==> src/rtl/otsb_pkg.sv <==
// otsb_pkg: command and expiry transaction types and command kind codes
// for the one-shot timer bank; no dependencies
package otsb_pkg;

    localparam logic [1:0] KIND_TICK  = 2'd0;
    localparam logic [1:0] KIND_START = 2'd1;
    localparam logic [1:0] KIND_STOP  = 2'd2;
    localparam logic [1:0] KIND_CLEAR = 2'd3;

    localparam int TIMER_ID_W = 8;
    localparam int TIMEOUT_W  = 32;
    localparam int EXP_ID_W   = 6;

    typedef struct packed {
        logic [1:0]            kind;
        logic [TIMER_ID_W-1:0] timer_id;
        logic [TIMEOUT_W-1:0]  timeout;
    } cmd_t;

    typedef struct packed {
        logic [EXP_ID_W-1:0] expired_id;
        logic                last;
    } expiry_t;

endpackage

==> src/rtl/one_shot_timer_bank_unit.sv <==
// one_shot_timer_bank_unit: bank of one-shot countdown timers; start, stop and clear
// commands are handled in the idle state, a tick walks the bank with one shared decrementer
// handshake: start, stop, clear accepted every cycle while idle; a tick holds cmd_ready low
// while it walks the bank (a read state per timer, a decrement state per armed timer,
// then a flush state), and the walk stalls while expiry_ready holds back an expiry
// reset: rst_n async active low disarms all timers; counts are not cleared
module one_shot_timer_bank_unit #(
    parameter int NUM_TIMERS = 8
) (
    input  logic            clk,
    input  logic            rst_n,
    input  logic            cmd_valid,
    output logic            cmd_ready,
    input  otsb_pkg::cmd_t  cmd,
    output logic            expiry_valid,
    input  logic            expiry_ready,
    output otsb_pkg::expiry_t expiry
);
    import otsb_pkg::*;

    localparam int IDX_W = (NUM_TIMERS > 1) ? $clog2(NUM_TIMERS) : 1;
    localparam logic [IDX_W-1:0] LAST_IDX = IDX_W'(NUM_TIMERS - 1);

    localparam logic [1:0] S_IDLE  = 2'd0;
    localparam logic [1:0] S_READ  = 2'd1;
    localparam logic [1:0] S_EXEC  = 2'd2;
    localparam logic [1:0] S_FLUSH = 2'd3;

    logic [1:0]            state_reg, state_next;
    logic [IDX_W-1:0]      idx_reg, idx_next;
    logic [NUM_TIMERS-1:0] armed_reg, armed_next;
    logic                  pend_valid_reg, pend_valid_next;
    logic [IDX_W-1:0]      pend_id_reg, pend_id_next;
    logic                  expiry_valid_reg, expiry_valid_next;
    expiry_t               expiry_reg, expiry_next;

    logic [TIMEOUT_W-1:0]  mem [NUM_TIMERS];
    logic [TIMEOUT_W-1:0]  rd_data_reg;

    logic                  mem_we;
    logic [IDX_W-1:0]      mem_waddr;
    logic [TIMEOUT_W-1:0]  mem_wdata;

    logic [TIMEOUT_W-1:0]  dec_value;
    logic                  dec_zero;
    logic                  cmd_fire;
    logic                  id_ok;
    logic [IDX_W-1:0]      cmd_idx;

    assign cmd_ready    = (state_reg == S_IDLE);
    assign cmd_fire     = cmd_valid && cmd_ready;
    assign id_ok        = (cmd.timer_id < TIMER_ID_W'(NUM_TIMERS));
    assign cmd_idx      = cmd.timer_id[IDX_W-1:0];
    assign dec_value    = rd_data_reg - TIMEOUT_W'(1);
    assign dec_zero     = (dec_value == '0);
    assign expiry_valid = expiry_valid_reg;
    assign expiry       = expiry_reg;

    always_comb
    begin
        state_next        = state_reg;
        idx_next          = idx_reg;
        armed_next        = armed_reg;
        pend_valid_next   = pend_valid_reg;
        pend_id_next      = pend_id_reg;
        expiry_valid_next = expiry_valid_reg && !expiry_ready;
        expiry_next       = expiry_reg;
        mem_we            = 1'b0;
        mem_waddr         = idx_reg;
        mem_wdata         = dec_value;

        case (state_reg)
            S_IDLE:
            begin
                if (cmd_fire)
                begin
                    case (cmd.kind)
                        KIND_START:
                        begin
                            if (id_ok && (cmd.timeout != '0))
                            begin
                                mem_we              = 1'b1;
                                mem_waddr           = cmd_idx;
                                mem_wdata           = cmd.timeout;
                                armed_next[cmd_idx] = 1'b1;
                            end
                        end
                        KIND_STOP:
                        begin
                            if (id_ok)
                                armed_next[cmd_idx] = 1'b0;
                        end
                        KIND_CLEAR:
                        begin
                            armed_next = '0;
                        end
                        default:
                        begin
                            idx_next   = '0;
                            state_next = S_READ;
                        end
                    endcase
                end
            end
            S_READ:
            begin
                if (armed_reg[idx_reg])
                    state_next = S_EXEC;
                else if (idx_reg == LAST_IDX)
                    state_next = S_FLUSH;
                else
                    idx_next = idx_reg + IDX_W'(1);
            end
            S_EXEC:
            begin
                // hold while an older expiry cannot yet move to the output register
                if (!(dec_zero && pend_valid_reg && expiry_valid_reg && !expiry_ready))
                begin
                    mem_we = 1'b1;
                    if (dec_zero)
                    begin
                        armed_next[idx_reg] = 1'b0;
                        if (pend_valid_reg)
                        begin
                            expiry_valid_next      = 1'b1;
                            expiry_next.expired_id = EXP_ID_W'(pend_id_reg);
                            expiry_next.last       = 1'b0;
                        end
                        pend_valid_next = 1'b1;
                        pend_id_next    = idx_reg;
                    end
                    if (idx_reg == LAST_IDX)
                        state_next = S_FLUSH;
                    else
                    begin
                        idx_next   = idx_reg + IDX_W'(1);
                        state_next = S_READ;
                    end
                end
            end
            S_FLUSH:
            begin
                if (!pend_valid_reg)
                    state_next = S_IDLE;
                else if (!expiry_valid_reg || expiry_ready)
                begin
                    expiry_valid_next      = 1'b1;
                    expiry_next.expired_id = EXP_ID_W'(pend_id_reg);
                    expiry_next.last       = 1'b1;
                    pend_valid_next        = 1'b0;
                    state_next             = S_IDLE;
                end
            end
            default:
            begin
                state_next = S_IDLE;
            end
        endcase
    end

    always_ff @(posedge clk or negedge rst_n)
    begin
        if (!rst_n)
        begin
            state_reg        <= S_IDLE;
            idx_reg          <= '0;
            armed_reg        <= '0;
            pend_valid_reg   <= 1'b0;
            expiry_valid_reg <= 1'b0;
        end
        else
        begin
            state_reg        <= state_next;
            idx_reg          <= idx_next;
            armed_reg        <= armed_next;
            pend_valid_reg   <= pend_valid_next;
            expiry_valid_reg <= expiry_valid_next;
        end
    end

    always_ff @(posedge clk)
    begin
        pend_id_reg <= pend_id_next;
        expiry_reg  <= expiry_next;
    end

    // count store, one write port and one registered read port
    always_ff @(posedge clk)
    begin
        if (mem_we)
            mem[mem_waddr] <= mem_wdata;
        rd_data_reg <= mem[idx_reg];
    end

endmodule

==> config.mk <==
export PLATFORM = sky130hd
export DESIGN_NAME = one_shot_timer_bank_unit
export DESIGN_NICKNAME = d
export VERILOG_FILES = /design/src/rtl/otsb_pkg.sv /design/src/rtl/one_shot_timer_bank_unit.sv
export SDC_FILE = /design/constraint.sdc
export NUM_CORES = 1
export LEC_CHECK = 0
export ABC_AREA = 1
export BUFFER_PORTS_ARGS = -buffer_cell sky130_fd_sc_hd__buf_2
export CAP_MARGIN = 5
export CORE_ASPECT_RATIO = 0.75
export CORE_MARGIN = 2
export CORE_UTILIZATION = 55
export DETAILED_ROUTE_END_ITERATION = 7
export MAX_ROUTING_LAYER = met4
export PLACE_DENSITY_LB_ADDON = 0.12
export SLEW_MARGIN = 20
export SYNTH_ARGS = -nofsm -noshare
export SYNTH_HDL_FRONTEND = slang
export SYNTH_SLANG_ARGS = --single-unit
==> constraint.sdc <==
create_clock -name clk -period 3.45 [get_ports clk]
set_clock_uncertainty 0.1 [all_clocks]
set_input_delay 0.345 -clock clk [delete_from_list [all_inputs] [get_ports clk]]
set_output_delay 0.345 -clock clk [all_outputs]
set_load 0.03 [all_outputs]
== Yosys cells after proc, flatten, opt, wreduce, memory -nomap -nowiden ==
Memories as Yosys holds them, arrays and structs flattened. A register that Yosys moved wholly into a read port is not among the register bits.
Cells that the tools add are included.

* Flip-flop bits (word level): 25
* RAM bits: 256
* Input port bits: 46
* Output and inout port bits: 9
* Memories kept: 1

{| class="wikitable"
|+ Memory list
! memory !! words !! bits a word !! read ports !! clocked after memory_dff !! write ports !! line !! RTL
|-
| mem || 8 || 32 || 1 || 1 || 1 || one_shot_timer_bank_unit.sv:37 || <nowiki>logic [TIMEOUT_W-1:0] mem [NUM_TIMERS];</nowiki>
|}

* $add $sub $neg: 2
* Magnitude comparators: 5
* Equality and inequality tests: 20
* Muxes and demuxes: 60
* Bitwise operators: 6
* Reductions and logical operators: 24

{| class="wikitable"
|+ Operators with widths
! kind !! number
|-
| $mux W32 || 4
|-
| $mux W8 || 5
|-
| $mux W7 || 5
|-
| $logic_not A32 Y1 || 1
|-
| $reduce_bool A32 Y1 || 1
|-
| $sub A32 B1 Y32 const B || 1
|-
| $mux W3 || 9
|-
| $pmux W8 S3 || 1
|-
| $mux W1 || 18
|-
| $and A8 B8 Y8 || 2
|-
| $mux W2 || 8
|-
| $not A8 Y8 || 2
|-
| $pmux W8 S2 || 1
|-
| $ne A2 B2 Y1 const B || 7
|-
| $pmux W7 S2 || 1
|-
| $ne A3 B3 Y1 const B || 4
|-
| $reduce_and A5 Y1 || 2
|-
| $pmux W3 S3 || 1
|-
| $eq A2 B2 Y1 const B || 4
|-
| $logic_and A1 B1 Y1 || 8
|-
| $lt A3 B4 Y1 const B || 2
|-
| $lt A8 B4 Y1 const B || 1
|-
| $or A8 B8 Y8 || 1
|-
| $pmux W2 S4 || 1
|-
| 19 further kinds || 27
|}

== Longest topological paths before layout ==
* Depth after elaboration: 10
* Mapped depth: 18
* Gate-level depth less buffers: 18

== Worst setup path after synthesis ==
No wires, ideal clock.

* Path type: flip-flop to flip-flop
* From: register state_reg[0]
* To: memory mem[0][0], enable pin
* Library setup time: 0.432 ns
* Arrival time: 3.362 ns
* Path slack: -0.444 ns
* Cell stages (with the launch flop): 11
* Clock period less this slack: 3.894 ns
* Cell sequence: dfrtp_1 -> inv_1 -> ha_1 -> nand2_1 -> nor2_1 -> nand3_2 -> nand2_1 -> nand2_1 -> nor2_1 -> nand2_1 -> a21oi_1

* Word-level cells in the longest chain between the ends: 6

{| class="wikitable"
|+ RTL lines
! element !! line !! RTL
|-
| start, declared || one_shot_timer_bank_unit.sv:29 || <nowiki>logic [1:0] state_reg, state_next;</nowiki>
|-
| start signal, assigned || one_shot_timer_bank_unit.sv:173 || <nowiki>state_reg <= state_next;</nowiki>
|-
| $logic_not A2 Y1 (*) || one_shot_timer_bank_unit.sv:50 || <nowiki>assign cmd_ready = (state_reg == S_IDLE);</nowiki>
|-
| named net cmd_ready || one_shot_timer_bank_unit.sv:13 || <nowiki>output logic cmd_ready,</nowiki>
|-
| $logic_and A1 B1 Y1 || one_shot_timer_bank_unit.sv:51 || <nowiki>assign cmd_fire = cmd_valid && cmd_ready;</nowiki>
|-
| $mux W1 || one_shot_timer_bank_unit.sv:75 || <nowiki>if (cmd_fire)</nowiki>
|-
| $pmux W1 S2 || one_shot_timer_bank_unit.sv:72 || <nowiki>case (state_reg)</nowiki>
|-
| $mux W1 || one_shot_timer_bank_unit.sv:190 || <nowiki>if (mem_we)</nowiki>
|-
| $mux W1 (not written as such) || one_shot_timer_bank_unit.sv:191 || <nowiki>mem[mem_waddr] <= mem_wdata;</nowiki>
|-
| end, declared || one_shot_timer_bank_unit.sv:37 ||
|}

Mark *: on every way through the listed nets, which the timed path passes. The rest lies on a longest branch.

== Worst setup path after layout ==
* From: register rd_data_reg[0], read port of mem
* To: memory mem[6][16], enable pin

* Word-level cells in the longest chain between the ends: 9

{| class="wikitable"
|+ RTL lines
! element !! line !! RTL
|-
| start, declared || one_shot_timer_bank_unit.sv:38 || <nowiki>logic [TIMEOUT_W-1:0] rd_data_reg;</nowiki>
|-
| $sub A32 B1 Y32 || one_shot_timer_bank_unit.sv:54 || <nowiki>assign dec_value = rd_data_reg - TIMEOUT_W'(1);</nowiki>
|-
| $logic_not A32 Y1 || one_shot_timer_bank_unit.sv:55 || <nowiki>assign dec_zero = (dec_value == '0);</nowiki>
|-
| $logic_and A1 B1 Y1 (3 in a row) || one_shot_timer_bank_unit.sv:117 || <nowiki>if (!(dec_zero && pend_valid_reg && expiry_valid_reg && !expiry_ready))</nowiki>
|-
| $mux W1 || one_shot_timer_bank_unit.sv:117 ||
|-
| $pmux W1 S2 || one_shot_timer_bank_unit.sv:72 ||
|-
| $mux W1 || one_shot_timer_bank_unit.sv:190 ||
|-
| $mux W1 (not written as such) || one_shot_timer_bank_unit.sv:191 ||
|}

Every way passes these cells.

==> out/results.tsv <==
stage	metric	value	unit
pwr	internal power	7970	uW
sta	Tcrit/Tclk final	89.63	%
clocking	H-tree level count	1	
worst_setup_path	CP max FO	19	
sta	Max Fclk	323.4	MHz
floorplan	Die ar.	25040	um^2
layout	number of flip-flops in the largest register	256	
yosys	top-count cell post-synth	edfxtp_1	
pwr	VDD IR max	0.5134	mV
clocking	Num CTS Buffers	28	
layout	Final Cell Area	14950	um^2
floorplan	die height	137.6	um
yosys	top cell type by total area after synthesis	edfxtp_1	
pwr	Gate power share	29.4	%
clocking	setup bufs post-CTS	0	
clocking	Clock Path Buffers	3	
route	vias per cell	5.926	
yosys	fraction of registers with async set or reset after synthesis	4.839	%
yosys	Synth Register Bits	310	
route	DR pass1 iterations	5	
sta	setup tns final	0	ns
yosys	Commonest cells post-synth	edfxtp_1 (263), nand2_1 (233), inv_1 (106)	
yosys	mapped cell area	13080	um^2
layout	ANT cells	0	
worst_setup_path	largest stage delay on the critical path	0.34	ns
layout	Layout fillers	1782	
floorplan	site row count	48	
global_route	first-pass GRT wire length	51340	um
route	via count	9073	
yosys	EDFF count, synth	263	
global_route	largest net degree at the start of global routing	61	
placed_design	Placed Area	13980	um^2
sta	Final Setup Violations	0	
yosys	synth top area cells	edfxtp_1 (60%), nand2_1 (6.7%), dfxtp_1 (4.9%), inv_1 (3.0%), dfrtp_1 (2.9%)	
clocking	CTS tree	built	
yosys	Synth cell types	42	
pwr	register share of total power	44.8	%
status	status	finished, final reports clean	
clocking	insertion delay to the later sink of the worst-skew pair	0.56	ns
pwr	NetSw	4380	uW
worst_setup_path	CP dominant cell by count	nand2_1	
global_route	initial antenna violation count	0	
clocking	Clock Pin Slew Worst Setup and Hold Paths	0.07	ns
floorplan	I/O pin total	55	
layout	non-filler instance count after layout	1531	
min_path	HP Class	in2async	
yosys	Synthesis Warnings	0	
pwr	PD cells	826.1	nW/um^2
sta	final hold viol count	0	
placed_design	Placed Instances	1477	
yosys	Yosys top cell area share	60.38	%
pwr	clock group share of total power	25.7	%
worst_setup_path	slowest CP cell	dfxtp_1	
yosys	Seq/Total Area, Yosys	68.15	%
yosys	Synth Flop Type	edfxtp_1	
worst_setup_path	CP arrival	3.27	ns
clocking	Clock Sinks	310	
worst_setup_path	critical path capture point type	register	
placed_design	hpwl dp	22600	um
route	Routed Antenna Nets	0	
layout	share of layout cells above drive strength 1	14.70	%
sta	Tmin final	3.092	ns
floorplan	Die Span X	182.1	um
global_route	gr ovfl total	0	
run	max cap viols	0	
clocking	CTS root buf	clkbuf_16	
sta	Slew HR	29.92	%
global_route	GRT Total Usage	28.99	%
layout	final net count	1263	
floorplan	Initial Util	56.42	%
worst_setup_path	Data required, critical path	3.62	ns
yosys	Avg Inst Size Synth	11.54	um^2
sta	RSZ-0062 raised after global routing	false	
sta	worst-margin pin slew	1.050	ns
floorplan	CORE AREA	23180	um^2
route	average wire per cell in the routed design	22.37	um
placed_design	count of input and output buffers	51	
yosys	number of cells produced by synthesis	1133	
pwr	total power	12350	uW
route	DRC errors left	0	
pwr	Net Sw Frac	35.47	%
layout	area of the multi-input gates	3679	um^2
sta	max-slew violation count	0	
placed_design	dpl ws	0.3783	ns
worst_setup_path	CP Cell Sequence	inv_1 > ha_1 > nand2_2 > nor2_4 > nand2_1 > inv_2 > nand2_1 > nand2_1 > nand2_1 > nor2_1 > nand2_1 > nor2_2 > nand3_1 > o21ai_2 > buf_4 > a21oi_4 > buf_4	
layout	area grow syn2layout	14.29	%
worst_setup_path	CP startpoint kind	register	
pwr	total leakage power	0.005667	uW
sta	final worst slack	0.3576	ns
route	WL final	34250	um
route	Iter 0 DRT Violations	1066	
worst_setup_path	Crit Path Category	reg2reg	
global_route	vias in the first global route	8382	
layout	Reg area	8914	um^2
placed_design	gpl congestion	0.9929	
## worst paths after layout
| kind | depth (start not counted) | slack (ns) | start | to |
|---|---|---|---|---|
| setup / recovery | 17 | 0.36 | rd_data_reg[0] | mem[6][16] |
| hold / removal | 2 | 0.14 | rst_n | armed_reg[0] |
| setup reg to reg | 17 | 0.36 | rd_data_reg[0] | mem[6][16] |
| hold reg to reg | 0 | 0.32 | pend_id_reg[0] | expiry[1] |
| max in group asynchronous | 2 | 2.81 | rst_n | idx_reg[1] |
| min in group clk | 2 | 0.19 | cmd[30] | mem[1][30] |
## layout make-up
type,instances,area share [%]
Clock buffer,32,4.854
Clock inverter,20,1.498
Inverter,109,2.737
Multi-Input combinational cell,674,24.61
Sequential cell,310,59.63
Tap cell,300,2.511
Timing Repair Buffer,86,4.168
## layout by cell type (no fill, tap or decap), types with 9 or more instances in the layout
master,count
edfxtp_1,263
nand2_1,233
inv_1,106
nand3_1,74
nor2_1,73
buf_2,51
o21ai_0,48
nand4_1,42
a22oi_1,37
dfxtp_1,32
a221oi_1,29
clkbuf_16,28
a22o_1,25
buf_4,25
dfrtp_1,15
nor2_2,11
nand2_2,10
a21oi_1,9
nor3_1,9
o211ai_1,9
## cell families (layout without fill, tap and decap cells)
kind of cell               Yosys count  in the layout  synth area share (%)
buffers and inverters              151            247                 4.553
other                                1              3               0.02867
adders and majority gates            8              8                0.7653
and+or+nand+nor                    473            473                 16.35
AOI/OAI and AO/OA                  184            184                 9.728
DFF                                310            310                 68.15
muxes                                2              2                0.1626
xor gates and xnor gates             4              4                0.2679
## power groups by stage
stage	sequential [uW]	clock [uW]	combinational, uW
final	5540	3180	3630
after global routing	5580	3370	4030
after floorplan	5440	0	2340
after detailed placement	5580	0	3600
after CTS	5510	3220	3620
after global placement	5580	0	3560
## timing repair
action,in CTS,in global routing
endpoints found under the setup margin,0,0
endpoints found under the hold margin,16,0
hold buffers,2,0
gates resized for setup,0,0
## worst max-delay path, delay by kind of cell, from the launching register on
kind	cells	cell delay, ns
compound gates	2	0.22
simple gates	10	1.11
flops	1	0.34
fa+ha+maj	1	0.27
buf+inv	4	0.74
## metrics by stage
step | util, % | hold WS (ns)
after floorplan | - | -0.05059
after global placement | 60.30 | 0.1872
after detailed placement | 60.30 | 0.1988
after CTS | 64.49 | 0.1432
after global routing | 64.49 | 0.1840
final | 64.49 | 0.1419
## routing by layer
layer	wire length, um	global-route usage (%)
met5	0	-
met4	719	6.183
met3	3018	4.177
met2	14780	43.21
met1	15740	43.03
(Power assumes the default switching activity.)
